## src/rtl/assert_macros.svh

```systemverilog
// ----------------------------------------------------------------------------
// assert_macros.svh
// Assertion helpers shared by the RTL. They compile to nothing in synthesis.
// ----------------------------------------------------------------------------
`ifndef ASSERT_MACROS_SVH
`define ASSERT_MACROS_SVH

`ifndef SYNTHESIS
// Antecedent implies consequent in the same cycle.
`define ASSERT_SAME(lbl, clk, rst, ante, cons) \
  lbl: assert property (@(posedge clk) disable iff (rst) (ante) |-> (cons)) \
    else $error("assertion failed");
// Antecedent implies consequent in the following cycle.
`define ASSERT_NEXT(lbl, clk, rst, ante, cons) \
  lbl: assert property (@(posedge clk) disable iff (rst) (ante) |=> (cons)) \
    else $error("assertion failed");
`else
`define ASSERT_SAME(lbl, clk, rst, ante, cons)
`define ASSERT_NEXT(lbl, clk, rst, ante, cons)
`endif

`endif

```

## src/rtl/sfr_pkg.sv

```systemverilog
// ----------------------------------------------------------------------------
// sfr_pkg
// Types, constants and the field layout table of the sensor frame receiver.
// ----------------------------------------------------------------------------
package sfr_pkg;

  // Frame geometry.
  localparam int FRAME_BYTES = 64;
  localparam int POS_W = $clog2(FRAME_BYTES);
  localparam int NUM_FIELDS = 24;
  localparam int FID_W = 5;

  localparam logic [7:0] SYNC0 = 8'h42;
  localparam logic [7:0] SYNC1 = 8'h4D;
  localparam logic [15:0] LEN_EXPECTED = 16'(FRAME_BYTES - 4);

  localparam logic [POS_W-1:0] POS_SYNC0 = POS_W'(0);
  localparam logic [POS_W-1:0] POS_SYNC1 = POS_W'(1);
  localparam logic [POS_W-1:0] POS_LEN_HI = POS_W'(2);
  localparam logic [POS_W-1:0] POS_LEN_LO = POS_W'(3);
  localparam logic [POS_W-1:0] POS_PAYLOAD = POS_W'(4);
  localparam logic [POS_W-1:0] POS_AQI = POS_W'(8'h3A);
  localparam logic [POS_W-1:0] POS_ERR = POS_W'(8'h3D);
  localparam logic [POS_W-1:0] POS_CHK_HI = POS_W'(FRAME_BYTES - 2);
  localparam logic [POS_W-1:0] POS_CHK_LO = POS_W'(FRAME_BYTES - 1);

  localparam logic [FID_W-1:0] FID_FIRST = FID_W'(0);
  localparam logic [FID_W-1:0] FID_LAST = FID_W'(NUM_FIELDS - 1);

  localparam logic [15:0] TIMEOUT_RESET = 16'd500;
  localparam logic [15:0] IDLE_MAX = 16'hFFFF;

  // Item operation codes.
  localparam logic OP_BYTE = 1'b0;
  localparam logic OP_TICK = 1'b1;

  // Result status codes.
  typedef enum logic [1:0] {
    ST_FIELD    = 2'd0,
    ST_BAD_LEN  = 2'd1,
    ST_BAD_CHK  = 2'd2,
    ST_ZERO_AQI = 2'd3
  } status_t;

  // One job from the front to the back. ST_FIELD asks for the full field run.
  typedef struct packed {
    status_t     status;
    logic [31:0] value;
    logic        warn;
  } job_t;

  // Queue fill state seen by both sides.
  typedef struct packed {
    logic full;
    logic empty;
  } queue_stat_t;

  // Byte offset of each field within the frame.
  function automatic logic [POS_W-1:0] field_offset(input logic [FID_W-1:0] id);
    logic [7:0] off;
    case (id)
      5'd0:  off = 8'h04;
      5'd1:  off = 8'h06;
      5'd2:  off = 8'h08;
      5'd3:  off = 8'h0A;
      5'd4:  off = 8'h0C;
      5'd5:  off = 8'h0E;
      5'd6:  off = 8'h10;
      5'd7:  off = 8'h12;
      5'd8:  off = 8'h14;
      5'd9:  off = 8'h16;
      5'd10: off = 8'h18;
      5'd11: off = 8'h1A;
      5'd12: off = 8'h1C;
      5'd13: off = 8'h1E;
      5'd14: off = 8'h22;
      5'd15: off = 8'h24;
      5'd16: off = 8'h26;
      5'd17: off = 8'h28;
      5'd18: off = 8'h2A;
      5'd19: off = 8'h2E;
      5'd20: off = 8'h32;
      5'd21: off = 8'h36;
      5'd22: off = 8'h3A;
      5'd23: off = 8'h3D;
      default: off = 8'h00;
    endcase
    return POS_W'(off);
  endfunction

  // Width in bytes of each field.
  function automatic logic [2:0] field_size(input logic [FID_W-1:0] id);
    logic [2:0] sz;
    case (id) inside
      [5'd18:5'd21]: sz = 3'd4;
      5'd22, 5'd23:  sz = 3'd1;
      default:       sz = 3'd2;
    endcase
    return sz;
  endfunction

endpackage

```

## src/rtl/sfr_in_if.sv

```systemverilog
// ----------------------------------------------------------------------------
// sfr_in_if
// Input channel: one received byte or one millisecond tick per item.
// ----------------------------------------------------------------------------
interface sfr_in_if;
  logic       valid;
  logic       ready;
  logic       operation;
  logic [7:0] rx_byte;

  modport source (output valid, output operation, output rx_byte, input ready);
  modport sink (input valid, input operation, input rx_byte, output ready);
endinterface

```

## src/rtl/sfr_out_if.sv

```systemverilog
// ----------------------------------------------------------------------------
// sfr_out_if
// Result channel: one decoded field or one frame status per item.
// ----------------------------------------------------------------------------
interface sfr_out_if;
  logic        valid;
  logic        ready;
  logic [1:0]  status;
  logic [4:0]  field_id;
  logic [31:0] field_value;
  logic        sensor_warning;
  logic        last;

  modport source (
    output valid, output status, output field_id, output field_value,
    output sensor_warning, output last, input ready
  );
  modport sink (
    input valid, input status, input field_id, input field_value,
    input sensor_warning, input last, output ready
  );
endinterface

```

## src/rtl/sfr_cfg_if.sv

```systemverilog
// ----------------------------------------------------------------------------
// sfr_cfg_if
// Configuration write channel for the idle timeout register.
// ----------------------------------------------------------------------------
interface sfr_cfg_if;
  logic        valid;
  logic        ready;
  logic [15:0] timeout_ticks;

  modport source (output valid, output timeout_ticks, input ready);
  modport sink (input valid, input timeout_ticks, output ready);
endinterface

```

## src/rtl/sfr_ram.sv

```systemverilog
// ----------------------------------------------------------------------------
// sfr_ram
// Generic single-write, single-read RAM with a registered read port.
// ----------------------------------------------------------------------------
module sfr_ram #(
  parameter int WIDTH = 8,
  parameter int DEPTH = 64
) (
  input  logic                     clk,
  input  logic                     we,
  input  logic [$clog2(DEPTH)-1:0] waddr,
  input  logic [WIDTH-1:0]         wdata,
  input  logic [$clog2(DEPTH)-1:0] raddr,
  output logic [WIDTH-1:0]         rdata
);

  logic [WIDTH-1:0] mem [DEPTH];

  // Write port and registered read port.
  always_ff @(posedge clk) begin
    if (we) begin
      mem[waddr] <= wdata;
    end
    rdata <= mem[raddr];
  end

endmodule

```

## src/rtl/sfr_front.sv

```systemverilog
// ----------------------------------------------------------------------------
// sfr_front
// Frame parser: tracks the byte position, the running sum and the idle
// timer, stores frame bytes and posts one job per frame outcome.
// ----------------------------------------------------------------------------
module sfr_front (
  input  logic                              clk,
  input  logic                              rst,
  sfr_in_if.sink                            items,
  sfr_cfg_if.sink                           cfg,
  input  sfr_pkg::queue_stat_t              q_stat,
  input  logic                              fields_done,
  output logic                              push,
  output sfr_pkg::job_t                     job,
  output logic                              ram_we,
  output logic [sfr_pkg::POS_W-1:0]         ram_waddr,
  output logic [7:0]                        ram_wdata
);

  logic [sfr_pkg::POS_W-1:0] pos, pos_next;
  logic [15:0] sum, sum_next;
  logic [15:0] idle, idle_next;
  logic [15:0] timeout;
  logic [7:0]  len_hi, len_hi_next;
  logic [7:0]  chk_hi, chk_hi_next;
  logic        aqi_nz, aqi_nz_next;
  logic        err_nz, err_nz_next;
  logic        field_pending;
  logic        accept;
  logic [15:0] sum_add;
  logic [15:0] idle_inc;
  logic [15:0] word;

  // Payload bytes must not overwrite a frame whose fields are still being read.
  assign items.ready = !q_stat.full &&
                       !(field_pending && (pos >= sfr_pkg::POS_PAYLOAD));
  assign accept = items.valid && items.ready;
  assign cfg.ready = 1'b1;

  assign ram_we = accept && (items.operation == sfr_pkg::OP_BYTE);
  assign ram_waddr = pos;
  assign ram_wdata = items.rx_byte;

  assign sum_add = sum + {8'h00, items.rx_byte};
  assign idle_inc = (idle != sfr_pkg::IDLE_MAX) ? idle + 16'd1 : idle;

  // Parser next state and job generation.
  always_comb begin
    pos_next = pos;
    sum_next = sum;
    idle_next = idle;
    len_hi_next = len_hi;
    chk_hi_next = chk_hi;
    aqi_nz_next = aqi_nz;
    err_nz_next = err_nz;
    push = 1'b0;
    job = '{status: sfr_pkg::ST_FIELD, value: 32'd0, warn: 1'b0};
    word = 16'd0;
    if (accept) begin
      if (items.operation == sfr_pkg::OP_TICK) begin
        idle_next = idle_inc;
        if (idle_inc >= timeout) begin
          pos_next = sfr_pkg::POS_SYNC0;
        end
      end else begin
        idle_next = 16'd0;
        if (pos == sfr_pkg::POS_SYNC0) begin
          sum_next = {8'h00, items.rx_byte};
          pos_next = (items.rx_byte == sfr_pkg::SYNC0) ? sfr_pkg::POS_SYNC1
                                                       : sfr_pkg::POS_SYNC0;
        end else if (pos == sfr_pkg::POS_SYNC1) begin
          sum_next = sum_add;
          pos_next = (items.rx_byte == sfr_pkg::SYNC1) ? sfr_pkg::POS_LEN_HI
                                                       : sfr_pkg::POS_SYNC0;
        end else if (pos == sfr_pkg::POS_LEN_HI) begin
          sum_next = sum_add;
          len_hi_next = items.rx_byte;
          pos_next = sfr_pkg::POS_LEN_LO;
        end else if (pos == sfr_pkg::POS_LEN_LO) begin
          sum_next = sum_add;
          word = {len_hi, items.rx_byte};
          if (word != sfr_pkg::LEN_EXPECTED) begin
            push = 1'b1;
            job = '{status: sfr_pkg::ST_BAD_LEN, value: {16'h0000, word}, warn: 1'b0};
            pos_next = sfr_pkg::POS_SYNC0;
          end else begin
            pos_next = sfr_pkg::POS_PAYLOAD;
          end
        end else if (pos < sfr_pkg::POS_CHK_HI) begin
          sum_next = sum_add;
          pos_next = pos + 1'b1;
          if (pos == sfr_pkg::POS_AQI) begin
            aqi_nz_next = (items.rx_byte != 8'h00);
          end
          if (pos == sfr_pkg::POS_ERR) begin
            err_nz_next = (items.rx_byte != 8'h00);
          end
        end else if (pos == sfr_pkg::POS_CHK_HI) begin
          chk_hi_next = items.rx_byte;
          pos_next = sfr_pkg::POS_CHK_LO;
        end else begin
          // Final byte: checksum, then the AQI gate, then the field run.
          pos_next = sfr_pkg::POS_SYNC0;
          word = {chk_hi, items.rx_byte};
          push = 1'b1;
          if (word != sum) begin
            job = '{status: sfr_pkg::ST_BAD_CHK, value: {16'h0000, word}, warn: 1'b0};
          end else if (!aqi_nz) begin
            job = '{status: sfr_pkg::ST_ZERO_AQI, value: 32'd0, warn: 1'b0};
          end else begin
            job = '{status: sfr_pkg::ST_FIELD, value: 32'd0, warn: err_nz};
          end
        end
      end
    end
  end

  // Parser registers, timeout register and the outstanding field run flag.
  always_ff @(posedge clk) begin
    if (rst) begin
      pos <= sfr_pkg::POS_SYNC0;
      sum <= 16'd0;
      idle <= 16'd0;
      timeout <= sfr_pkg::TIMEOUT_RESET;
      field_pending <= 1'b0;
    end else begin
      pos <= pos_next;
      sum <= sum_next;
      idle <= idle_next;
      if (cfg.valid && cfg.ready) begin
        timeout <= cfg.timeout_ticks;
      end
      if (push && (job.status == sfr_pkg::ST_FIELD)) begin
        field_pending <= 1'b1;
      end else if (fields_done) begin
        field_pending <= 1'b0;
      end
    end
    len_hi <= len_hi_next;
    chk_hi <= chk_hi_next;
    aqi_nz <= aqi_nz_next;
    err_nz <= err_nz_next;
  end

endmodule

```

## src/rtl/sfr_queue.sv

```systemverilog
// ----------------------------------------------------------------------------
// sfr_queue
// Two-entry job queue between the frame parser and the result emitter.
// ----------------------------------------------------------------------------
module sfr_queue (
  input  logic                 clk,
  input  logic                 rst,
  input  logic                 push,
  input  sfr_pkg::job_t        push_job,
  input  logic                 pop,
  output sfr_pkg::job_t        head,
  output sfr_pkg::queue_stat_t stat
);

  sfr_pkg::job_t entries [2];
  logic       wr_ptr;
  logic       rd_ptr;
  logic [1:0] count;

  assign head = entries[rd_ptr];
  assign stat.full = (count == 2'd2);
  assign stat.empty = (count == 2'd0);

  // Storage is written only at the tail.
  always_ff @(posedge clk) begin
    if (push) begin
      entries[wr_ptr] <= push_job;
    end
  end

  // Pointers and fill count.
  always_ff @(posedge clk) begin
    if (rst) begin
      wr_ptr <= 1'b0;
      rd_ptr <= 1'b0;
      count <= 2'd0;
    end else begin
      if (push) begin
        wr_ptr <= ~wr_ptr;
      end
      if (pop) begin
        rd_ptr <= ~rd_ptr;
      end
      case ({push, pop})
        2'b10:   count <= count + 2'd1;
        2'b01:   count <= count - 2'd1;
        default: count <= count;
      endcase
    end
  end

endmodule

```

## src/rtl/sfr_back.sv

```systemverilog
// ----------------------------------------------------------------------------
// sfr_back
// Result emitter: turns queued jobs into result items, reading field bytes
// from the frame store one byte at a time.
// ----------------------------------------------------------------------------
module sfr_back (
  input  logic                      clk,
  input  logic                      rst,
  input  sfr_pkg::job_t             head,
  input  sfr_pkg::queue_stat_t      q_stat,
  output logic                      pop,
  output logic                      fields_done,
  output logic [sfr_pkg::POS_W-1:0] ram_raddr,
  input  logic [7:0]                ram_rdata,
  sfr_out_if.source                 results
);

  typedef enum logic [1:0] {
    S_IDLE,
    S_ADDR,
    S_DATA,
    S_SEND
  } state_t;

  state_t                    state;
  logic [sfr_pkg::FID_W-1:0] fid;
  logic [1:0]                byte_idx;
  logic                      is_fields;
  logic                      warn;
  logic [31:0]               acc;
  logic [2:0]                size;
  logic                      sent;

  assign size = sfr_pkg::field_size(fid);
  assign ram_raddr = sfr_pkg::field_offset(fid) + sfr_pkg::POS_W'(byte_idx);
  assign pop = (state == S_IDLE) && !q_stat.empty;
  assign sent = (state == S_SEND) && results.ready;
  assign fields_done = sent && is_fields && (fid == sfr_pkg::FID_LAST);

  assign results.valid = (state == S_SEND);
  assign results.field_value = acc;

  // Sequencer with the registered result payload.
  always_ff @(posedge clk) begin
    if (rst) begin
      state <= S_IDLE;
    end else begin
      unique case (state)
        S_IDLE: begin
          if (!q_stat.empty) begin
            is_fields <= (head.status == sfr_pkg::ST_FIELD);
            warn <= head.warn;
            fid <= sfr_pkg::FID_FIRST;
            byte_idx <= 2'd0;
            if (head.status == sfr_pkg::ST_FIELD) begin
              state <= S_ADDR;
            end else begin
              results.status <= head.status;
              results.field_id <= sfr_pkg::FID_FIRST;
              acc <= head.value;
              results.sensor_warning <= 1'b0;
              results.last <= 1'b1;
              state <= S_SEND;
            end
          end
        end
        S_ADDR: begin
          state <= S_DATA;
        end
        S_DATA: begin
          acc <= (byte_idx == 2'd0) ? {24'h000000, ram_rdata} : {acc[23:0], ram_rdata};
          if ({1'b0, byte_idx} == size - 3'd1) begin
            results.status <= sfr_pkg::ST_FIELD;
            results.field_id <= fid;
            results.sensor_warning <= warn;
            results.last <= (fid == sfr_pkg::FID_LAST);
            state <= S_SEND;
          end else begin
            byte_idx <= byte_idx + 2'd1;
            state <= S_ADDR;
          end
        end
        S_SEND: begin
          if (results.ready) begin
            if (is_fields && (fid != sfr_pkg::FID_LAST)) begin
              fid <= fid + 1'b1;
              byte_idx <= 2'd0;
              state <= S_ADDR;
            end else begin
              state <= S_IDLE;
            end
          end
        end
        default: state <= S_IDLE;
      endcase
    end
  end

endmodule

```

## src/rtl/sensor_frame_receiver_unit.sv

```systemverilog
// ----------------------------------------------------------------------------
// sensor_frame_receiver_unit
// Parses a sensor's framed serial byte stream and emits its measurements.
// ----------------------------------------------------------------------------
// Usage:
//   items carries one received byte (operation 0) or one millisecond tick
//   (operation 1). A frame is 0x42 0x4D, a big-endian length of 60, payload
//   and a 16-bit sum of the preceding bytes. results carries 24 field items
//   per good frame, or one status item for a bad length, a checksum mismatch
//   or a zero AQI; last marks the final item of each run. cfg writes the
//   idle timeout in ticks (reset value 500) and is always ready.
//   The parser takes one item per cycle while items.ready is high. With the
//   emitter idle, a status item is registered in the job queue and then in
//   the emitter's result registers. A field run takes the job, reads each
//   field byte through the single registered read port and presents each field.
//   A two-entry job queue sits between parser and emitter, so items keep
//   flowing while results wait. Once the next frame reaches its payload,
//   every item waits until the previous field run has been delivered, and a
//   full queue holds the input as well. A stall on results holds the current
//   item steady. Reset returns to the sync search, clears the idle timer and
//   restores the timeout; no clearing pass is needed.
// ----------------------------------------------------------------------------
`include "assert_macros.svh"

module sensor_frame_receiver_unit (
  input  logic      clk,
  input  logic      rst,
  sfr_in_if.sink    items,
  sfr_cfg_if.sink   cfg,
  sfr_out_if.source results
);

  logic                      push;
  sfr_pkg::job_t             push_job;
  sfr_pkg::job_t             head;
  sfr_pkg::queue_stat_t      q_stat;
  logic                      pop;
  logic                      fields_done;
  logic                      ram_we;
  logic [sfr_pkg::POS_W-1:0] ram_waddr;
  logic [7:0]                ram_wdata;
  logic [sfr_pkg::POS_W-1:0] ram_raddr;
  logic [7:0]                ram_rdata;

  // Frame parser.
  sfr_front u_front (
    .clk         (clk),
    .rst         (rst),
    .items       (items),
    .cfg         (cfg),
    .q_stat      (q_stat),
    .fields_done (fields_done),
    .push        (push),
    .job         (push_job),
    .ram_we      (ram_we),
    .ram_waddr   (ram_waddr),
    .ram_wdata   (ram_wdata)
  );

  // Frame byte store.
  sfr_ram #(
    .WIDTH (8),
    .DEPTH (sfr_pkg::FRAME_BYTES)
  ) u_store (
    .clk   (clk),
    .we    (ram_we),
    .waddr (ram_waddr),
    .wdata (ram_wdata),
    .raddr (ram_raddr),
    .rdata (ram_rdata)
  );

  // Job queue between the two sides.
  sfr_queue u_queue (
    .clk      (clk),
    .rst      (rst),
    .push     (push),
    .push_job (push_job),
    .pop      (pop),
    .head     (head),
    .stat     (q_stat)
  );

  // Result emitter.
  sfr_back u_back (
    .clk         (clk),
    .rst         (rst),
    .head        (head),
    .q_stat      (q_stat),
    .pop         (pop),
    .fields_done (fields_done),
    .ram_raddr   (ram_raddr),
    .ram_rdata   (ram_rdata),
    .results     (results)
  );

  // The parser never posts a job into a full queue.
  `ASSERT_SAME(a_no_push_when_full, clk, rst, push, !q_stat.full)
  // A field run ends exactly on the error code field.
  `ASSERT_SAME(a_field_run_end, clk, rst,
    results.valid && (results.status == sfr_pkg::ST_FIELD) && results.last,
    results.field_id == sfr_pkg::FID_LAST)
  // A status item stands alone with field id zero.
  `ASSERT_SAME(a_status_alone, clk, rst,
    results.valid && (results.status != sfr_pkg::ST_FIELD),
    results.last && (results.field_id == sfr_pkg::FID_FIRST))
  // The emitter pops a job only when it has gone idle, so a pop never repeats.
  `ASSERT_NEXT(a_single_pop, clk, rst, pop, !pop)

endmodule

```

## src/flat_wrapper.sv

```systemverilog
// flat-port wrapper written by rule: the top's interface ports become plain ports
module sensor_frame_receiver_unit_flat 
  (clk, rst, items_valid, items_operation, items_rx_byte, items_ready, cfg_valid, cfg_timeout_ticks, cfg_ready, results_valid, results_status, results_field_id, results_field_value, results_sensor_warning, results_last, results_ready);
  sfr_in_if items_i ();
  sfr_cfg_if cfg_i ();
  sfr_out_if results_i ();
  input  logic clk;
  input  logic rst;
  input wire logic [$bits(items_i.valid)-1:0] items_valid;
  input wire logic [$bits(items_i.operation)-1:0] items_operation;
  input wire logic [$bits(items_i.rx_byte)-1:0] items_rx_byte;
  output wire logic [$bits(items_i.ready)-1:0] items_ready;
  input wire logic [$bits(cfg_i.valid)-1:0] cfg_valid;
  input wire logic [$bits(cfg_i.timeout_ticks)-1:0] cfg_timeout_ticks;
  output wire logic [$bits(cfg_i.ready)-1:0] cfg_ready;
  output wire logic [$bits(results_i.valid)-1:0] results_valid;
  output wire logic [$bits(results_i.status)-1:0] results_status;
  output wire logic [$bits(results_i.field_id)-1:0] results_field_id;
  output wire logic [$bits(results_i.field_value)-1:0] results_field_value;
  output wire logic [$bits(results_i.sensor_warning)-1:0] results_sensor_warning;
  output wire logic [$bits(results_i.last)-1:0] results_last;
  input wire logic [$bits(results_i.ready)-1:0] results_ready;
  assign items_i.valid = items_valid;
  assign items_i.operation = items_operation;
  assign items_i.rx_byte = items_rx_byte;
  assign items_ready = items_i.ready;
  assign cfg_i.valid = cfg_valid;
  assign cfg_i.timeout_ticks = cfg_timeout_ticks;
  assign cfg_ready = cfg_i.ready;
  assign results_valid = results_i.valid;
  assign results_status = results_i.status;
  assign results_field_id = results_i.field_id;
  assign results_field_value = results_i.field_value;
  assign results_sensor_warning = results_i.sensor_warning;
  assign results_last = results_i.last;
  assign results_i.ready = results_ready;
  sensor_frame_receiver_unit u_core (.clk(clk), .rst(rst), .items(items_i), .cfg(cfg_i), .results(results_i));
endmodule
```

## config.mk

```make
export PLATFORM = sky130hd
export DESIGN_NAME = sensor_frame_receiver_unit_flat
export DESIGN_NICKNAME = d
export VERILOG_FILES = /design/src/rtl/sfr_pkg.sv /design/src/rtl/sfr_in_if.sv /design/src/rtl/sfr_out_if.sv /design/src/rtl/sfr_cfg_if.sv /design/src/rtl/sfr_ram.sv /design/src/rtl/sfr_front.sv /design/src/rtl/sfr_queue.sv /design/src/rtl/sfr_back.sv /design/src/rtl/sensor_frame_receiver_unit.sv /design/src/flat_wrapper.sv
export VERILOG_INCLUDE_DIRS = /design/src /design/src/rtl
export SDC_FILE = /design/constraint.sdc
export NUM_CORES = 1
export LEC_CHECK = 0
export ABC_CLOCK_PERIOD_IN_PS = 5500
export BUFFER_PORTS_ARGS = -buffer_cell sky130_fd_sc_hd__buf_2
export CAP_MARGIN = 20
export CORE_MARGIN = 2
export CORE_UTILIZATION = 61
export DETAILED_ROUTE_END_ITERATION = 16
export PLACE_DENSITY_LB_ADDON = 0.25
export SYNTH_ARGS = -nofsm -noshare
export SYNTH_HDL_FRONTEND = slang
export SYNTH_HIERARCHICAL = 1
export SYNTH_SLANG_ARGS = --single-unit
```

## constraint.sdc

```tcl
create_clock -name clk -period 5.5 [get_ports clk]
set_input_delay 0.275 -clock clk [delete_from_list [all_inputs] [get_ports clk]]
set_output_delay 0.275 -clock clk [all_outputs]
set_load 0.02 [all_outputs]
```

==> impl_metrics.toml <==
[critical_path]
cpMaxStageDelayCell = "nor2_4"
end_kind = "register"
cp_common_cell = "inv_1"
crit_chain = "inv_1 > ha_1 > nor4_4 > o21ai_2 > nor3b_1 > inv_1 > nor2_4"
crit_fanout = 35
cp_data_required_time_ns = 5.71
cp-start-kind = "register"
cp.arrival_ns = 3.81
crit_type = "register to register"
critPathMaxStageDelay_ns = 0.83

[yosys]
ys_types = 97
async_reset_ff_frac = 0
synth_area_um2 = 31000
ys_seq_area_frac = 0.679
synth_edf_count = 650
syn_inst = 1961
synth_seq_cells = 726
ys.warnings.count = 6
ys.flop_type = "edfxtp_1"
avgSynthCellArea_um2 = 15.8

[clock_network]
cts_tree = "built"
clk_pin_slew_worst_paths_ns = 0.06
cts_setup_buffers = 0
root_buffer = "clkbuf_16"
clockBufferDepth = 3
numCtsBuffers = 73
cts_resized = 0
cts_max_level = 3
cts_hold_buf = 16
clkLatencyLatePin_ns = 0.62
cts.sinks = 726

[global_route]
gr-total-overflow = 0
grt_pass1_vias = 17422
grt_pass1_wl_um = 107000
antenna_found_initial = 1
grt_max_degree = 84
grtUsageTotal = 0.270

[min_path]
hold_path.class = "input pin to register"

[route]
top_layer = "met5"
ant_nets = 0
wl_met1_um = 28600
route.detailed.drc = 0
wl_met3_um = 6030
drt_iter0_drc = 2036
totalWireLength_um = 69800
vias = 17875
wl_met2_um = 33300
detail_route.wl_per_cell_um = 25.2
vias_per_cell = 6.45
drtPass1Iterations = 7

[cells_and_area]
fin_nets = 2125
final_cell_area_um2 = 34400
num-fill-cells = 3173
n_antenna_cell = 0
drive_gt1_frac = 0.204
final_util = 0.685
synthToLayoutAreaGrowth_pct = 10.9

[placement]
place_area_um2 = 31800
port_buffers = 72
finalWeightedCongestion = 0.866
dp_hpwl_um = 43800

[sta]
hold_viol_final = 0
period_share = 0.653
finalSetupTns_ns = 0
holdWs_ns = 0.125
report.final.slew_viol_count = 0
tightest_slew_ns = 1.09
fin_skew_ns = 0.0285
period_needed_ns = 3.59
rsz0062_at_grt = "no"
setup_viol = 0
relSlewSlack = 0.267
fmax_ghz = 0.278

[floorplan]
die_area_um2 = 52600
die_width_um = 229
coreArea_um2 = 50200
start_util = 0.618
ios = 74
die_y_um = 229
num_rows = 82

[pwr]
leakage_nw = 11.2
power_density_nw_per_um2 = 359
vdd_drop_max_mv = 0.317

[run]
maxCapViolCount = 0

[status]
outcome = "finished clean"
## Yosys cell counts (8+ instances only)
| cell | instances | area [um^2] |
|---|---|---|
| mux2_2 | 48 | 541 |
| buf_2 | 27 | 135 |
| nand3b_1 | 10 | 75.1 |
| nor4_1 | 13 | 81.3 |
| a21o_1 | 9 | 67.6 |
| inv_1 | 64 | 240 |
| o21a_1 | 9 | 67.6 |
| a31oi_1 | 14 | 87.6 |
| nand3_1 | 39 | 195 |
| a221oi_1 | 8 | 70.1 |
| xnor2_1 | 31 | 272 |
| ha_1 | 46 | 576 |
| o221ai_1 | 8 | 70.1 |
| clkbuf_1 | 44 | 165 |
| edfxtp_1 | 650 | 19500 |
| o22ai_1 | 26 | 163 |
| o21ai_0 | 58 | 290 |
| a211oi_1 | 13 | 97.6 |
| a21oi_1 | 37 | 185 |
| nor2b_1 | 25 | 156 |
| or2_2 | 10 | 62.6 |
| buf_4 | 36 | 270 |
| nand2b_1 | 15 | 93.8 |
| nor3_1 | 29 | 145 |
| nor2_1 | 151 | 567 |
| nand4_1 | 19 | 119 |
| mux4_2 | 124 | 2790 |
| nand2_1 | 101 | 379 |
| and2_1 | 25 | 156 |
| dfxtp_1 | 76 | 1520 |
| or3_1 | 13 | 81.3 |
| mux2i_1 | 30 | 300 |
| a22oi_1 | 16 | 120 |
| o211ai_1 | 11 | 82.6 |
## sequential cells by signal, indices dropped and copies added, names as in the netlist, 5 cells and up, named ones only
signal	flops
u_core/u_back/fid	5
u_core/u_back/results.field_id	5
u_core/u_back/results.field_value	32
u_core/u_front/chk_hi	8
u_core/u_front/idle	16
u_core/u_front/len_hi	8
u_core/u_front/ram_waddr	6
u_core/u_front/sum	16
u_core/u_front/timeout	16
u_core/u_queue/entries	70
u_core/u_store/mem	512
u_core/u_store/rdata	8
## where the power goes
part / switching, W / leakage (nW) / internal, W
registers: 0.0000680 / 6.42 / 0.00606
logic: 0.000786 / 3.67 / 0.000496
clock network: 0.00202 / 1.16 / 0.00292
total: 0.00288 / 11.2 / 0.00947
## path summary, 6_finish.rpt
| kind | start | end | slack (ns) | depth (start not counted) |
|---|---|---|---|---|
| setup / recovery | u_core/u_front/ram_waddr[1] | u_core/u_queue/entries[0][32] | 1.91 | 7 |
| hold / removal | rst | u_core/u_back/state[0] | 0.13 | 4 |
| setup reg to reg | u_core/u_front/ram_waddr[1] | u_core/u_queue/entries[0][32] | 1.91 | 7 |
| hold reg to reg | u_core/u_front/timeout[5] | u_core/u_front/timeout[5] | 0.49 | 2 |
## kinds of logic after synthesis
| kind of cell | Yosys count | share of synthesized area |
|---|---|---|
| other | 2 | 0.000242 |
| and+or+nand+nor | 493 | 0.0820 |
| xor gates and xnor gates | 38 | 0.0107 |
| adders and majority gates | 48 | 0.0199 |
| AOI/OAI and AO/OA | 265 | 0.0604 |
| buffers and inverters | 186 | 0.0302 |
| muxes | 203 | 0.118 |
| DFF | 726 | 0.679 |
## critical path, delay by kind of cell (launching register included)
family          cells  cell delay (ns)
compound gates      1             0.26
simple gates        3             1.60
fa+ha+maj           1             0.31
buf+inv             2             0.36
flops               1             0.67
## per-layer routing
layer  up-vias  GRT usage
met2       903      0.426
li1       7773          -
met5         -          0
met1      9061      0.388
met4         2     0.0791
met3       136     0.0518
## per-stage QoR
| step | total power (W) | setup slack (ns) | cells |
|---|---|---|---|
| after floorplan | 0.00707 | 1.63 | 1976 |
| after global placement | 0.00746 | 2.00 | 2628 |
| after detailed placement | 0.00748 | 1.95 | 2628 |
| after CTS | 0.0124 | 1.94 | 2773 |
| after global routing | 0.0127 | 1.62 | 2773 |
| final | 0.0124 | 1.91 | 2773 |
## layout by cell type, fill, tap and decap left out, drive strengths merged, types with 15 or more instances in the layout
master and n:
buf 99, nand2b 16, conb 17, dfxtp 76, nor2b 25, and2 26
a22oi 16, nor3 29, nand2 105, clkinv 26, nor4 17, inv 65
edfxtp 650, o22ai 26, nand3 40, a211oi 15, a21oi 39, mux2i 30
mux4 124, dlygate4sd3 16, clkbuf 95, ha 46, xnor2 31, nand4 21
o21ai 62, nor2 152, mux2 49
## area by class of cell
type	instances	area, um^2	area share
clock buffers	95	2020	0.0589
flip-flops and latches	726	21000	0.612
multi-input cells	1064	9120	0.265
repair buffers	115	736	0.0214
clock inverters	34	357	0.0104
well taps	672	841	0.0245
inverters	67	254	0.00739
(Power assumes the default switching activity.)
